$ cat config.mk
export PLATFORM = sky130hd
export DESIGN_NAME = md5_message_hasher_flat
export DESIGN_NICKNAME = d
export VERILOG_FILES = /design/src/rtl/md5_pkg.sv /design/src/rtl/md5_stream_if.sv /design/src/rtl/md5_ram.sv /design/src/rtl/md5_front.sv /design/src/rtl/md5_back.sv /design/src/rtl/md5_message_hasher.sv /design/src/flat_wrapper.sv
export SDC_FILE = /design/constraint.sdc
export NUM_CORES = 2
export LEC_CHECK = 0
export BUFFER_PORTS_ARGS = -buffer_cell sky130_fd_sc_hd__buf_4
export CORE_MARGIN = 4
export CORE_UTILIZATION = 65
export DETAILED_ROUTE_END_ITERATION = 6
export HOLD_SLACK_MARGIN = 0.08
export PLACE_DENSITY = 0.78
export SLEW_MARGIN = 15
export SYNTH_ARGS = -nofsm -noshare
export SYNTH_HDL_FRONTEND = slang
export SYNTH_MEMORY_MAX_BITS = 65536
export SYNTH_SLANG_ARGS = --single-unit
$ cat constraint.sdc
create_clock -name clk -period 11.3 [get_ports clk]
set_clock_uncertainty 0.1 [all_clocks]
set_input_delay 1.13 -clock clk [delete_from_list [all_inputs] [get_ports clk]]
set_output_delay 1.13 -clock clk [all_outputs]
set_load 0.01 [all_outputs]
$ cat src/rtl/md5_pkg.sv
`timescale 1ns / 1ps
// ----------------------------------------------------------------------------
// md5_pkg
// Shared types, constants and round tables for the MD5 message hasher.
// ----------------------------------------------------------------------------
package md5_pkg;

    localparam logic [31:0] IV_A = 32'h67452301;
    localparam logic [31:0] IV_B = 32'hefcdab89;
    localparam logic [31:0] IV_C = 32'h98badcfe;
    localparam logic [31:0] IV_D = 32'h10325476;
    localparam logic [7:0]  PAD_MARK = 8'h80;
    localparam logic [5:0]  BLOCK_MASK = 6'h3F;
    localparam int          QUEUE_DEPTH_DEF = 4;

    typedef struct packed {
        logic [7:0] data_byte;
        logic       has_byte;
        logic       is_last;
    } md5_in_t;

    typedef struct packed {
        logic [63:0] digest_low;
        logic [63:0] digest_high;
    } md5_out_t;

    // queue entry: an item already classified by the front part
    typedef struct packed {
        logic [7:0] data_byte;
        logic       absorb;
        logic       finish;
    } md5_cmd_t;

    typedef enum logic [2:0] {
        ST_TAKE,
        ST_MARK,
        ST_PAD,
        ST_LEN,
        ST_COMP,
        ST_EMIT
    } md5_state_t;

    function automatic logic [31:0] round_k(input logic [5:0] r);
        logic [31:0] k;
        case (r)
            6'd0: k = 32'hd76aa478;  6'd1: k = 32'he8c7b756;
            6'd2: k = 32'h242070db;  6'd3: k = 32'hc1bdceee;
            6'd4: k = 32'hf57c0faf;  6'd5: k = 32'h4787c62a;
            6'd6: k = 32'ha8304613;  6'd7: k = 32'hfd469501;
            6'd8: k = 32'h698098d8;  6'd9: k = 32'h8b44f7af;
            6'd10: k = 32'hffff5bb1; 6'd11: k = 32'h895cd7be;
            6'd12: k = 32'h6b901122; 6'd13: k = 32'hfd987193;
            6'd14: k = 32'ha679438e; 6'd15: k = 32'h49b40821;
            6'd16: k = 32'hf61e2562; 6'd17: k = 32'hc040b340;
            6'd18: k = 32'h265e5a51; 6'd19: k = 32'he9b6c7aa;
            6'd20: k = 32'hd62f105d; 6'd21: k = 32'h02441453;
            6'd22: k = 32'hd8a1e681; 6'd23: k = 32'he7d3fbc8;
            6'd24: k = 32'h21e1cde6; 6'd25: k = 32'hc33707d6;
            6'd26: k = 32'hf4d50d87; 6'd27: k = 32'h455a14ed;
            6'd28: k = 32'ha9e3e905; 6'd29: k = 32'hfcefa3f8;
            6'd30: k = 32'h676f02d9; 6'd31: k = 32'h8d2a4c8a;
            6'd32: k = 32'hfffa3942; 6'd33: k = 32'h8771f681;
            6'd34: k = 32'h6d9d6122; 6'd35: k = 32'hfde5380c;
            6'd36: k = 32'ha4beea44; 6'd37: k = 32'h4bdecfa9;
            6'd38: k = 32'hf6bb4b60; 6'd39: k = 32'hbebfbc70;
            6'd40: k = 32'h289b7ec6; 6'd41: k = 32'heaa127fa;
            6'd42: k = 32'hd4ef3085; 6'd43: k = 32'h04881d05;
            6'd44: k = 32'hd9d4d039; 6'd45: k = 32'he6db99e5;
            6'd46: k = 32'h1fa27cf8; 6'd47: k = 32'hc4ac5665;
            6'd48: k = 32'hf4292244; 6'd49: k = 32'h432aff97;
            6'd50: k = 32'hab9423a7; 6'd51: k = 32'hfc93a039;
            6'd52: k = 32'h655b59c3; 6'd53: k = 32'h8f0ccc92;
            6'd54: k = 32'hffeff47d; 6'd55: k = 32'h85845dd1;
            6'd56: k = 32'h6fa87e4f; 6'd57: k = 32'hfe2ce6e0;
            6'd58: k = 32'ha3014314; 6'd59: k = 32'h4e0811a1;
            6'd60: k = 32'hf7537e82; 6'd61: k = 32'hbd3af235;
            6'd62: k = 32'h2ad7d2bb; default: k = 32'heb86d391;
        endcase
        return k;
    endfunction

    function automatic logic [4:0] round_s(input logic [5:0] r);
        logic [4:0] s;
        case ({r[5:4], r[1:0]})
            4'd0: s = 5'd7;   4'd1: s = 5'd12;  4'd2: s = 5'd17;  4'd3: s = 5'd22;
            4'd4: s = 5'd5;   4'd5: s = 5'd9;   4'd6: s = 5'd14;  4'd7: s = 5'd20;
            4'd8: s = 5'd4;   4'd9: s = 5'd11;  4'd10: s = 5'd16; 4'd11: s = 5'd23;
            4'd12: s = 5'd6;  4'd13: s = 5'd10; 4'd14: s = 5'd15; default: s = 5'd21;
        endcase
        return s;
    endfunction

    function automatic logic [3:0] round_g(input logic [5:0] r);
        logic [3:0] g;
        case (r[5:4])
            2'd0: g = r[3:0];
            2'd1: g = 4'(5 * r[3:0] + 1);
            2'd2: g = 4'(3 * r[3:0] + 5);
            default: g = 4'(7 * r[3:0]);
        endcase
        return g;
    endfunction

endpackage

$ cat src/rtl/md5_stream_if.sv
`timescale 1ns / 1ps
// ----------------------------------------------------------------------------
// md5_stream_if
// Valid/ready channel carrying one payload per transfer.
// ----------------------------------------------------------------------------
interface md5_stream_if #(parameter type payload_t = logic);
    logic     valid;
    logic     ready;
    payload_t payload;

    modport source (output valid, output payload, input ready);
    modport sink (input valid, input payload, output ready);
endinterface

$ cat src/rtl/md5_ram.sv
`timescale 1ns / 1ps
// ----------------------------------------------------------------------------
// md5_ram
// Generic single-write RAM with registered read.
// ----------------------------------------------------------------------------
module md5_ram #(
    parameter int WIDTH = 8,
    parameter int DEPTH = 16
) (
    input  logic                     clk,
    input  logic                     wr_en,
    input  logic [$clog2(DEPTH)-1:0] wr_addr,
    input  logic [WIDTH-1:0]         wr_data,
    input  logic [$clog2(DEPTH)-1:0] rd_addr,
    output logic [WIDTH-1:0]         rd_data
);
    logic [WIDTH-1:0] mem [DEPTH];

    always_ff @(posedge clk)
    begin
        if (wr_en)
        begin
            mem[wr_addr] <= wr_data;
        end
        rd_data <= mem[rd_addr];
    end
endmodule

$ cat src/rtl/md5_front.sv
`timescale 1ns / 1ps
// ----------------------------------------------------------------------------
// md5_front
// Accepts input transfers, drops idle items and queues the rest as commands.
// ----------------------------------------------------------------------------
module md5_front #(
    parameter int QUEUE_DEPTH = md5_pkg::QUEUE_DEPTH_DEF
) (
    input  logic             clk,
    input  logic             rst_n,
    md5_stream_if.sink       in_ch,
    output md5_pkg::md5_cmd_t cmd,
    output logic             cmd_valid,
    input  logic             cmd_take
);
    import md5_pkg::*;

    localparam int AW = (QUEUE_DEPTH > 1) ? $clog2(QUEUE_DEPTH) : 1;

    md5_cmd_t         q_reg [QUEUE_DEPTH];
    logic [AW-1:0]    wp_reg, rp_reg;
    logic [AW:0]      cnt_reg;
    logic             push, pop;
    md5_in_t          item;

    assign item = in_ch.payload;
    assign in_ch.ready = (cnt_reg != (AW+1)'(QUEUE_DEPTH));
    assign push = in_ch.valid && in_ch.ready && (item.has_byte || item.is_last);
    assign cmd_valid = (cnt_reg != '0);
    assign pop = cmd_valid && cmd_take;
    assign cmd = q_reg[rp_reg];

    always_ff @(posedge clk)
    begin
        if (push)
        begin
            q_reg[wp_reg] <= '{data_byte: item.data_byte, absorb: item.has_byte,
                               finish: item.is_last};
        end
    end

    always_ff @(posedge clk or negedge rst_n)
    begin
        if (!rst_n)
        begin
            wp_reg  <= '0;
            rp_reg  <= '0;
            cnt_reg <= '0;
        end
        else
        begin
            if (push)
            begin
                wp_reg <= (wp_reg == AW'(QUEUE_DEPTH - 1)) ? '0 : wp_reg + 1'b1;
            end
            if (pop)
            begin
                rp_reg <= (rp_reg == AW'(QUEUE_DEPTH - 1)) ? '0 : rp_reg + 1'b1;
            end
            cnt_reg <= cnt_reg + (AW+1)'(push) - (AW+1)'(pop);
        end
    end
endmodule

$ cat src/rtl/md5_back.sv
`timescale 1ns / 1ps
// ----------------------------------------------------------------------------
// md5_back
// Buffers bytes, pads, runs one MD5 round per cycle and emits the digest.
// ----------------------------------------------------------------------------
module md5_back (
    input  logic              clk,
    input  logic              rst_n,
    input  md5_pkg::md5_cmd_t cmd,
    input  logic              cmd_valid,
    output logic              cmd_take,
    md5_stream_if.source      out_ch
);
    import md5_pkg::*;

    md5_state_t  state_reg, state_next;
    logic [31:0] h_reg [4];
    logic [31:0] a_reg, b_reg, c_reg, d_reg;
    logic [63:0] bits_reg;
    logic [5:0]  fill_reg;     // pad write pointer
    logic [6:0]  rnd_reg;      // 0..64, round 64 = final add
    logic        fin_reg;      // finishing a message
    logic        mark_reg;     // pad marker already written
    logic        lenpass_reg;  // current compression carries the length
    logic        out_valid_reg;
    md5_out_t    out_reg;

    logic        ram_we;
    logic [5:0]  ram_wa;
    logic [7:0]  ram_wd;
    logic [5:0]  ram_ra0, ram_ra1, ram_ra2, ram_ra3;
    logic [7:0]  rd0, rd1, rd2, rd3;
    logic [31:0] w_word, f_val, t_val, rot_val;
    logic [3:0]  g_next;
    logic [5:0]  bfill;
    logic [63:0] bits_inc;
    logic        emit_fire;

    assign bfill = bits_reg[8:3];
    assign bits_inc = bits_reg + 64'd8;
    assign emit_fire = (state_reg == ST_EMIT) && (!out_valid_reg || out_ch.ready);

    // four byte lanes read the word needed by the next round
    always_comb
    begin
        g_next  = round_g(rnd_reg[5:0] + 6'd1);
        if (state_reg != ST_COMP)
        begin
            g_next = 4'd0;
        end
        ram_ra0 = {g_next, 2'd0};
        ram_ra1 = {g_next, 2'd1};
        ram_ra2 = {g_next, 2'd2};
        ram_ra3 = {g_next, 2'd3};
    end

    md5_ram #(.WIDTH(8), .DEPTH(64)) u_ram0 (.clk(clk), .wr_en(ram_we), .wr_addr(ram_wa),
        .wr_data(ram_wd), .rd_addr(ram_ra0), .rd_data(rd0));
    md5_ram #(.WIDTH(8), .DEPTH(64)) u_ram1 (.clk(clk), .wr_en(ram_we), .wr_addr(ram_wa),
        .wr_data(ram_wd), .rd_addr(ram_ra1), .rd_data(rd1));
    md5_ram #(.WIDTH(8), .DEPTH(64)) u_ram2 (.clk(clk), .wr_en(ram_we), .wr_addr(ram_wa),
        .wr_data(ram_wd), .rd_addr(ram_ra2), .rd_data(rd2));
    md5_ram #(.WIDTH(8), .DEPTH(64)) u_ram3 (.clk(clk), .wr_en(ram_we), .wr_addr(ram_wa),
        .wr_data(ram_wd), .rd_addr(ram_ra3), .rd_data(rd3));

    assign w_word = {rd3, rd2, rd1, rd0};

    always_comb
    begin
        case (rnd_reg[5:4])
            2'd0: f_val = (b_reg & c_reg) | (~b_reg & d_reg);
            2'd1: f_val = (b_reg & d_reg) | (c_reg & ~d_reg);
            2'd2: f_val = b_reg ^ c_reg ^ d_reg;
            default: f_val = c_reg ^ (b_reg | ~d_reg);
        endcase
        t_val = a_reg + f_val + w_word + round_k(rnd_reg[5:0]);
        rot_val = (t_val << round_s(rnd_reg[5:0])) |
                  (t_val >> (6'd32 - {1'b0, round_s(rnd_reg[5:0])}));
    end

    // next state
    always_comb
    begin
        state_next = state_reg;
        case (state_reg)
            ST_TAKE:
            begin
                if (cmd_valid)
                begin
                    if (cmd.absorb && bfill == BLOCK_MASK)
                        state_next = ST_COMP;
                    else if (cmd.finish)
                        state_next = ST_MARK;
                end
            end
            ST_MARK:
            begin
                if (bfill == BLOCK_MASK)
                    state_next = ST_COMP;
                else if (bfill == 6'd55)
                    state_next = ST_LEN;
                else
                    state_next = ST_PAD;
            end
            ST_PAD:
            begin
                if (lenpass_reg && fill_reg == 6'd55)
                    state_next = ST_LEN;
                else if (!lenpass_reg && fill_reg == 6'd63)
                    state_next = ST_COMP;
            end
            ST_LEN:
            begin
                if (fill_reg == 6'd63)
                    state_next = ST_COMP;
            end
            ST_COMP:
            begin
                if (rnd_reg == 7'd64)
                begin
                    if (!fin_reg)
                        state_next = ST_TAKE;
                    else if (lenpass_reg)
                        state_next = ST_EMIT;
                    else if (!mark_reg)
                        state_next = ST_MARK;
                    else
                        state_next = ST_PAD;
                end
            end
            ST_EMIT:
            begin
                if (!out_valid_reg || out_ch.ready)
                    state_next = ST_TAKE;
            end
            default: state_next = ST_TAKE;
        endcase
    end

    // outputs
    always_comb
    begin
        cmd_take = 1'b0;
        ram_we = 1'b0;
        ram_wa = fill_reg;
        ram_wd = 8'h00;
        case (state_reg)
            ST_TAKE:
            begin
                cmd_take = cmd_valid;
                if (cmd_valid && cmd.absorb)
                begin
                    ram_we = 1'b1;
                    ram_wa = bfill;
                    ram_wd = cmd.data_byte;
                end
            end
            ST_MARK:
            begin
                ram_we = 1'b1;
                ram_wa = bfill;
                ram_wd = PAD_MARK;
            end
            ST_PAD:
            begin
                ram_we = 1'b1;
            end
            ST_LEN:
            begin
                ram_we = 1'b1;
                ram_wd = bits_reg[8 * fill_reg[2:0] +: 8];
            end
            default: ;
        endcase
    end

    always_ff @(posedge clk or negedge rst_n)
    begin
        if (!rst_n)
        begin
            state_reg     <= ST_TAKE;
            h_reg[0]      <= IV_A;
            h_reg[1]      <= IV_B;
            h_reg[2]      <= IV_C;
            h_reg[3]      <= IV_D;
            bits_reg      <= '0;
            fill_reg      <= '0;
            rnd_reg       <= '0;
            fin_reg       <= 1'b0;
            mark_reg      <= 1'b0;
            lenpass_reg   <= 1'b0;
            out_valid_reg <= 1'b0;
        end
        else
        begin
            state_reg <= state_next;
            if (emit_fire)
                out_valid_reg <= 1'b1;
            else if (out_ch.ready)
                out_valid_reg <= 1'b0;
            rnd_reg <= (state_reg == ST_COMP && rnd_reg != 7'd64) ? rnd_reg + 7'd1 : '0;
            case (state_reg)
                ST_TAKE:
                begin
                    if (cmd_valid)
                    begin
                        if (cmd.absorb)
                        begin
                            bits_reg <= bits_inc;
                        end
                        fin_reg     <= cmd.finish;
                        mark_reg    <= 1'b0;
                        lenpass_reg <= 1'b0;
                    end
                end
                ST_MARK:
                begin
                    mark_reg    <= 1'b1;
                    fill_reg    <= bfill + 6'd1;
                    lenpass_reg <= (bfill < 6'd56);
                end
                ST_PAD:
                begin
                    fill_reg <= fill_reg + 6'd1;
                end
                ST_LEN:
                begin
                    fill_reg <= fill_reg + 6'd1;
                end
                ST_COMP:
                begin
                    if (rnd_reg == 7'd64)
                    begin
                        h_reg[0] <= h_reg[0] + a_reg;
                        h_reg[1] <= h_reg[1] + b_reg;
                        h_reg[2] <= h_reg[2] + c_reg;
                        h_reg[3] <= h_reg[3] + d_reg;
                        if (fin_reg && mark_reg && !lenpass_reg)
                        begin
                            // second block: zeros from byte 0, then the length
                            lenpass_reg <= 1'b1;
                            fill_reg    <= '0;
                        end
                    end
                end
                ST_EMIT:
                begin
                    if (emit_fire)
                    begin
                        h_reg[0] <= IV_A;
                        h_reg[1] <= IV_B;
                        h_reg[2] <= IV_C;
                        h_reg[3] <= IV_D;
                        bits_reg <= '0;
                        fin_reg  <= 1'b0;
                        mark_reg <= 1'b0;
                        lenpass_reg <= 1'b0;
                    end
                end
                default: ;
            endcase
        end
    end

    // working variables and digest payload
    always_ff @(posedge clk)
    begin
        if (state_reg == ST_COMP && rnd_reg != 7'd64)
        begin
            a_reg <= d_reg;
            d_reg <= c_reg;
            c_reg <= b_reg;
            b_reg <= b_reg + rot_val;
        end
        else
        begin
            a_reg <= h_reg[0];
            b_reg <= h_reg[1];
            c_reg <= h_reg[2];
            d_reg <= h_reg[3];
        end
        if (emit_fire)
        begin
            out_reg.digest_low  <= {h_reg[1], h_reg[0]};
            out_reg.digest_high <= {h_reg[3], h_reg[2]};
        end
    end

    assign out_ch.valid   = out_valid_reg;
    assign out_ch.payload = out_reg;
endmodule

$ cat src/rtl/md5_message_hasher.sv
`timescale 1ns / 1ps
// ----------------------------------------------------------------------------
// md5_message_hasher
// Byte-stream MD5: front queue of commands, back unit with one round a cycle.
// ----------------------------------------------------------------------------
// channel   dir   payload
// in_ch     sink  data_byte[7:0], has_byte, is_last
// out_ch    src   digest_low[63:0], digest_high[63:0]
//
// The back unit takes one byte per cycle while in ST_TAKE; the 64th byte
// of a block starts a compression (one MD5 round per cycle plus the chaining
// add). Finishing writes the 0x80 marker, then zeros and the length one byte a
// cycle up to byte 63, runs one or two compressions, then loads the digest
// register, waiting there while the previous digest stalls.
// Reset loads the initial chaining words and clears the count; no sweep.
// Input stalls only when the command queue is full.
// ----------------------------------------------------------------------------
module md5_message_hasher #(
    parameter int QUEUE_DEPTH = md5_pkg::QUEUE_DEPTH_DEF
) (
    input logic          clk,
    input logic          rst_n,
    md5_stream_if.sink   in_ch,
    md5_stream_if.source out_ch
);
    import md5_pkg::*;

    md5_cmd_t cmd;
    logic     cmd_valid, cmd_take;

    md5_front #(.QUEUE_DEPTH(QUEUE_DEPTH)) u_front (
        .clk(clk), .rst_n(rst_n), .in_ch(in_ch),
        .cmd(cmd), .cmd_valid(cmd_valid), .cmd_take(cmd_take)
    );

    md5_back u_back (
        .clk(clk), .rst_n(rst_n), .cmd(cmd), .cmd_valid(cmd_valid),
        .cmd_take(cmd_take), .out_ch(out_ch)
    );
endmodule
$ cat src/flat_wrapper.sv
// flat-port wrapper written by rule: the top's interface ports become plain ports
module md5_message_hasher_flat import md5_pkg::*;
#(
    parameter int QUEUE_DEPTH = md5_pkg::QUEUE_DEPTH_DEF
)
  (clk, rst_n, in_ch_valid, in_ch_payload, in_ch_ready, out_ch_valid, out_ch_payload, out_ch_ready);
  md5_stream_if in_ch_i ();
  md5_stream_if out_ch_i ();
  input logic clk;
  input logic rst_n;
  input wire logic [$bits(in_ch_i.valid)-1:0] in_ch_valid;
  input wire logic [$bits(in_ch_i.payload)-1:0] in_ch_payload;
  output wire logic [$bits(in_ch_i.ready)-1:0] in_ch_ready;
  output wire logic [$bits(out_ch_i.valid)-1:0] out_ch_valid;
  output wire logic [$bits(out_ch_i.payload)-1:0] out_ch_payload;
  input wire logic [$bits(out_ch_i.ready)-1:0] out_ch_ready;
  assign in_ch_i.valid = in_ch_valid;
  assign in_ch_i.payload = in_ch_payload;
  assign in_ch_ready = in_ch_i.ready;
  assign out_ch_valid = out_ch_i.valid;
  assign out_ch_payload = out_ch_i.payload;
  assign out_ch_i.ready = out_ch_ready;
  md5_message_hasher #(.QUEUE_DEPTH(QUEUE_DEPTH)) u_core (.clk(clk), .rst_n(rst_n), .in_ch(in_ch_i), .out_ch(out_ch_i));
endmodule
=== Yosys cells after proc, flatten, opt, wreduce, memory -nomap -nowiden ===
Memory sizes are Yosys's and may differ from the RTL's. A register that Yosys moved wholly into a read port is not among the register bits.
Cells that the tools add are included.

* Multipliers: 3
* Magnitude comparators: 1
* Add/sub/neg operators: 20
* Shifts and indexed selects: 3
* Reduce and logical (&&, ||, !) cells: 33
* Mux-type cells: 55
* Equality and inequality tests: 28
* Bitwise operators: 13

{| class="wikitable"
|+ Operators by type and width
! cell !! count
|-
| 32-bit adder || 8
|-
| 128-bit 2-to-1 mux || 2
|-
| 128-bit case mux with 2 select lines || 1
|-
| 64-bit 2-to-1 mux || 3
|-
| 32-bit AND || 4
|-
| 32-bit 2-to-1 mux || 4
|-
| 32-bit bitwise OR || 4
|-
| 64-bit case mux with 2 select lines || 1
|-
| 32-bit case mux with 3 select lines || 1
|-
| 32-bit bitwise XOR || 3
|-
| 64-bit by 4-bit adder with 64-bit output, second input constant || 1
|-
| 32-bit inverter || 2
|-
| 64-bit by 7-bit variable part select with 8-bit output || 1
|-
| 3-bit 2-to-1 mux || 11
|-
| 32-bit by 5-bit left shift with 32-bit output || 1
|-
| 32-bit by 6-bit right shift with 32-bit output || 1
|-
| 6-bit == test, second input constant || 4
|-
| 8-bit case mux with 3 select lines || 1
|-
| 6-bit by 1-bit adder with 6-bit output, second input constant || 3
|-
| 6-bit 2-to-1 mux || 3
|-
| 3-bit case mux with 6 select lines || 1
|-
| 6-bit case mux with 3 select lines || 1
|-
| 1-bit 2-to-1 mux || 14
|-
| 2-bit != test, second input constant || 6
|-
| 44 further kinds || 75
|}

* Memory bits (read-only): 2208
* Register bits: 348
* Logic and storage cells: 184
* Memory bits (writable): 2052
* Memories: 8

{| class="wikitable"
|+ Memory list
! name !! depth !! width !! rd ports !! clocked after memory_dff !! write ports !! line !! RTL
|-
| (no name shown) || 64 || 32 || 1 || 0 || 0 || md5_pkg.sv:45 || <nowiki>case (r)</nowiki>
|-
| u_core.u_back.u_ram0.mem || 64 || 8 || 1 || 1 || 1 || md5_ram.sv:17 || <nowiki>logic [WIDTH-1:0] mem [DEPTH];</nowiki>
|-
| u_core.u_back.u_ram1.mem || 64 || 8 || 1 || 1 || 1 || md5_ram.sv:17 ||
|-
| u_core.u_back.u_ram2.mem || 64 || 8 || 1 || 1 || 1 || md5_ram.sv:17 ||
|-
| u_core.u_back.u_ram3.mem || 64 || 8 || 1 || 1 || 1 || md5_ram.sv:17 ||
|-
| (no name shown) || 16 || 5 || 1 || 0 || 0 || md5_pkg.sv:84 || <nowiki>case ({r[5:4], r[1:0]})</nowiki>
|-
| +2 memories || -- || -- || -- || -- || -- || -- ||
|}

=== Depth between registers and ports, before layout ===
* Word-level depth: 11
* Gate-level depth with buffers: 43

=== Hierarchy ===
From an unflattened synthesis, not the netlist that was laid out.

* Cell total of the unflattened synthesis: 8167
* Area total of the unflattened synthesis: 114547.4 um^2

{| class="wikitable"
|+ Modules (own cells, without submodules)
! module !! instances !! cells an instance !! area an instance (um^2)
|-
| md5_ram || 4 || 940 || 20166.8
|-
| md5_back || 1 || 4352 || 33213.1
|-
| md5_front || 1 || 55 || 666.9
|}

=== Worst setup path after synthesis ===
OpenSTA, ideal clock, no wires.

* Path type: reg-to-reg
* Start point: register u_core.u_back.rnd_reg[0]
* End point: register u_core.u_back.b_reg[30]
* Slack: 1.454 ns
* Arrival time: 9.615 ns
* Setup time: 0.131 ns
* Required time: 11.069 ns
* Buffers on the path: 4
* Stages on the path, launching flop included: 41
* Cell sequence: dfrtp_1 -> clkbuf_1 -> clkbuf_1 -> clkinv_1 -> ha_1 -> buf_2 -> buf_1 -> nand2_1 -> a21oi_1 -> a31oi_1 -> mux4_2 -> fa_1 -> inv_1 -> fa_1 -> inv_1 -> ha_1 -> fa_1 -> a211oi_1 -> [5 not listed] -> xnor2_1 -> mux2_2 -> o211ai_1 -> o211a_1 -> o31ai_1 -> ha_1 -> fa_1 -> a21o_1 -> a21o_1 -> a21oi_1 -> o31a_1 -> o31ai_1 -> a311o_1 -> a21oi_1 -> o211ai_1 -> a41oi_1 -> xor2_1 -> o21ai_0

* Longest elaborated chain between the ends: 6
* Elaborated cells between the ends (all ways): 12
* Those cells by class: 3 x add/sub; 1 x eq/ne; 2 x shift; 1 x mux; 1 x bitwise; 1 x reduce/logical; 3 x memory

{| class="wikitable"
|+ Ends and longest elaborated chain
! item !! line !! RTL
|-
| from (decl) || md5_back.sv:21 || <nowiki>logic [6:0] rnd_reg;</nowiki>
|-
| from (signal assigned) || md5_back.sv:201 || <nowiki>rnd_reg <= (state_reg == ST_COMP && rnd_reg != 7'd64) ? rnd_reg + 7'd1 : '0;</nowiki>
|-
| memory read 64 x 32 bit or memory read 16 x 5 bit (tied branches) || -- ||
|-
| 32-bit adder or 6-bit by 5-bit subtractor with 6-bit output (tied branches) || md5_back.sv:76, md5_back.sv:78 ||
|-
| 32-bit by 6-bit right shift with 32-bit output or 32-bit by 5-bit left shift with 32-bit output (tied branches) || md5_back.sv:78, md5_back.sv:77 ||
|-
| 32-bit bitwise OR || md5_back.sv:77 || <nowiki>rot_val = (t_val << round_s(rnd_reg[5:0])) |</nowiki>
|-
| 32-bit adder || md5_back.sv:273 || <nowiki>b_reg <= b_reg + rot_val;</nowiki>
|-
| 32-bit 2-to-1 mux (*) || md5_back.sv:268 || <nowiki>if (state_reg == ST_COMP && rnd_reg != 7'd64)</nowiki>
|-
| to (signal assigned) || md5_back.sv:273 ||
|-
| to (signal assigned) || md5_back.sv:278 || <nowiki>b_reg <= h_reg[1];</nowiki>
|-
| to (decl) || md5_back.sv:18 || <nowiki>logic [31:0] a_reg, b_reg, c_reg, d_reg;</nowiki>
|}

Mark *: on every way between the ends. The rest lies on a longest branch, timed or not.
A chain may end at the register's enable or synchronous reset.

=== Final worst setup path ===
* Start point: register u_core.u_back.rnd_reg[1]
* End point: register u_core.u_back.b_reg[28]

The elaborated chain is that of the path after synthesis.

==> impl_metrics.ini <==
[run_status]
status = finished, final reports clean

[clocking]
path_clk_slew_ps = 60
cts_buffer_depth = 3
cts_made_buffers = 90
cts_setup_buffers = 0
worstSkewPairLatency_ps = 690
clockRootBuffer = clkbuf_16
cts.sinks = 893
cts-hold-fix-buffers = 0
cts_tree = yes
h-tree-depth = 3
cts_resized = 0

[synthesis]
synth_top_area_cell = edfxtp_1
synth.distinct_cells = 96
synth_area_leaders = edfxtp_1, dfrtp_1, nand2_1
ys_ff_latch = 893
syn_nets = 6003
ys.flop_type = edfxtp_1
netlist_instances = 5709
netlist_area_um2 = 53630
synth_common_cells = nand2_1, edfxtp_1, a21oi_1, nor2_1, o21ai_0
ys_seq_area_share_pct = 45.15
syn_avg_cell_area_um2 = 9.394
yosys.area.top_type_share_pct = 28.95
yosysMostFrequentCell = nand2_1
synth-edff-count = 517
async_reset_ff_share_pct = 24.19
yosys_warnings = 0

[worst_setup_path]
critPathKind = reg -> reg
cpMostUsedCell = a21oi_1
slowest_stage = o31ai_1
worstSetupEndpointType = flip-flop
critPathMaxFanout = 14
arrival_ps = 10940
cp_data_required_time_ps = 11710
cp_slowest_stage_delay_ps = 640
r2r_slack_ps = 770
cp-start-kind = flip-flop

[global_route]
grt_pass1_vias = 42310
antenna_found_initial = 2
grt_pass1_wl_mm = 253.6
track_usage_pct = 37.86
grt_overflow = 0
grt_max_degree = 199

[layout]
stdcell_count = 6710
final_nets = 5855
drive_gt1_share_pct = 7.856
area_growth_pct = 7.862
final_cell_area_um2 = 57850
fillers = 5993

[timing]
finalCritPeriodShare_pct = 93.17
max_freq_mhz = 94.98
rsz0062_at_grt = false
drv_slew = 0
finalHoldViolCount = 0
slew_headroom_pct = 19.71
worst_slew_pin_slew_ps = 1171
finalSetupViolations = 0
worst_hold_slack_ps = 309.4
min_period_ps = 10530
setup_tns_ps = 0

[pwr]
p_sw_uw = 1385
comb_power_share_pct = 0.9
clkPwrFrac_pct = 47.5
seqPwrFrac_pct = 51.6
ir_drop_uv = 229.2
leakagePower_uw = 0.02218
swShare_pct = 20.80
intPower_uw = 5274
power_uw = 6660
pwr_density_cell_nw_per_um2 = 115.1

[placement]
numPortBuffers = 7
dpl_cell_area_um2 = 54650
routabilityCongestion = 1.039
dp_cells = 6539
dp_hpwl_mm = 115.2

[floorplan]
dieArea_um2 = 87170
pin_count = 8
rows = 105
fp.dieH_um = 295.3
die_w_um = 295.3
design.core.area_um2 = 81980
start_util_pct = 65.42

[route]
drc = 0
wl_mm = 167.7
ant_nets = 0
first_iter_violations = 5172
dr.pass1.iters = 5
routed_via_density = 6.662
avgRoutedWirePerCell_um = 24.99
vias = 44710

[run]
cap_violations = 0

[hold_path]
min_path_type = in -> async
## routing by layer
metal	part of all wire, %	vias to the layer above	track usage, %
met2	46	2356	61.00
li1	-	20400	-
met5	0.016	-	0
met3	8.3	454	6.062
met4	6.8	4	21.97
met1	39	21490	49.02
## power by group through the flow
stage	registers (µW)	clock network, µW	logic (µW)
floorplan	3500	0	30.8
global placement	3500	0	55.4
detailed placement	3500	0	61.2
CTS	3440	3170	61.1
global route	3440	3320	67.5
finish	3440	3160	59.1
## worst max-delay path: cells and delay by family, from the launching register on
kind / cells / cell delay, ps
buffers and inverters: 4 / 570
adder cells (fa/ha/maj): 7 / 2770
XOR/XNOR: 2 / 580
flip-flops: 1 / 590
AO/OA/AOI/OAI: 21 / 4750
AND/OR/NAND/NOR: 1 / 220
multiplexers: 2 / 800
## path summary, 6_finish.rpt
kind / cells past startpoint / to / from
max: 37 / u_core.u_back.b_reg[28] / u_core.u_back.rnd_reg[1]
min reg2reg: 2 / u_core.u_back.a_reg[5] / u_core.u_back.d_reg[5]
min: 1 / u_core.u_back.h_reg[13] / rst_n
max reg2reg: 37 / u_core.u_back.b_reg[28] / u_core.u_back.rnd_reg[1]
max in group asynchronous: 2 / u_core.u_front.wp_reg[0] / rst_n
min in group clk: 2 / u_core.u_back.a_reg[5] / u_core.u_back.d_reg[5]
## final cells by class
cell class | count | area (µm²) | area share (%)
clock buffers | 128 | 2621 | 4.531
flip-flops and latches | 893 | 24230 | 41.88
diodes | 1 | 2.502 | 0.004326
multi-input cells | 4255 | 27470 | 47.48
clock inverters | 42 | 571.8 | 0.9884
well taps | 1070 | 1339 | 2.314
inverters | 228 | 855.8 | 1.479
repair buffers | 93 | 768.2 | 1.328
## logic make-up (layout without fill, tap and decap cells)
logic type | Yosys count | in the layout | share of synthesized area [%]
XOR/XNOR | 204 | 204 | 3.345
other | 0 | 1 | 0
AO/OA/AOI/OAI | 1721 | 1721 | 20.75
adder cells (fa/ha/maj) | 291 | 291 | 7.731
multiplexers | 120 | 120 | 2.974
buffers and inverters | 561 | 491 | 3.952
flip-flops | 893 | 893 | 45.15
AND/OR/NAND/NOR | 1919 | 1919 | 16.10
## layout by cell type (no fill, tap or decap), types with 29 or more instances in the layout
cell type	synthesis	layout
dfxtp_1	160	160
dfrtp_1	152	148
or2_2	45	45
a21o_1	107	107
a21oi_1	421	420
nor2_1	381	371
dfstp_2	64	64
a211oi_1	240	239
xnor2_1	121	118
and2_1	144	143
nand2b_1	41	41
edfxtp_1	517	517
or3_1	35	35
a31oi_1	128	128
buf_4	0	87
o21ai_0	377	377
nand3_1	92	92
mux4_2	29	29
ha_1	221	221
mux2i_1	69	69
o211ai_1	54	54
fa_1	68	68
xor2_1	82	82
nand2_1	922	918
and3_1	29	29
inv_1	222	222
a311oi_1	83	83
clkbuf_16	0	95
nor3_1	59	59
nor2b_1	94	94
o21a_1	35	35
## metrics by stage
stage	setup WS, ps	utilization, %
6_report	771.5	70.57
5_1_grt	215.2	70.56
4_1_cts	901.2	70.56
3_5_place_dp	928.0	66.67
3_3_place_gp	1197	66.67
2_1_floorplan	1454	-
No activity file was read; power rests on OpenSTA's default activity.
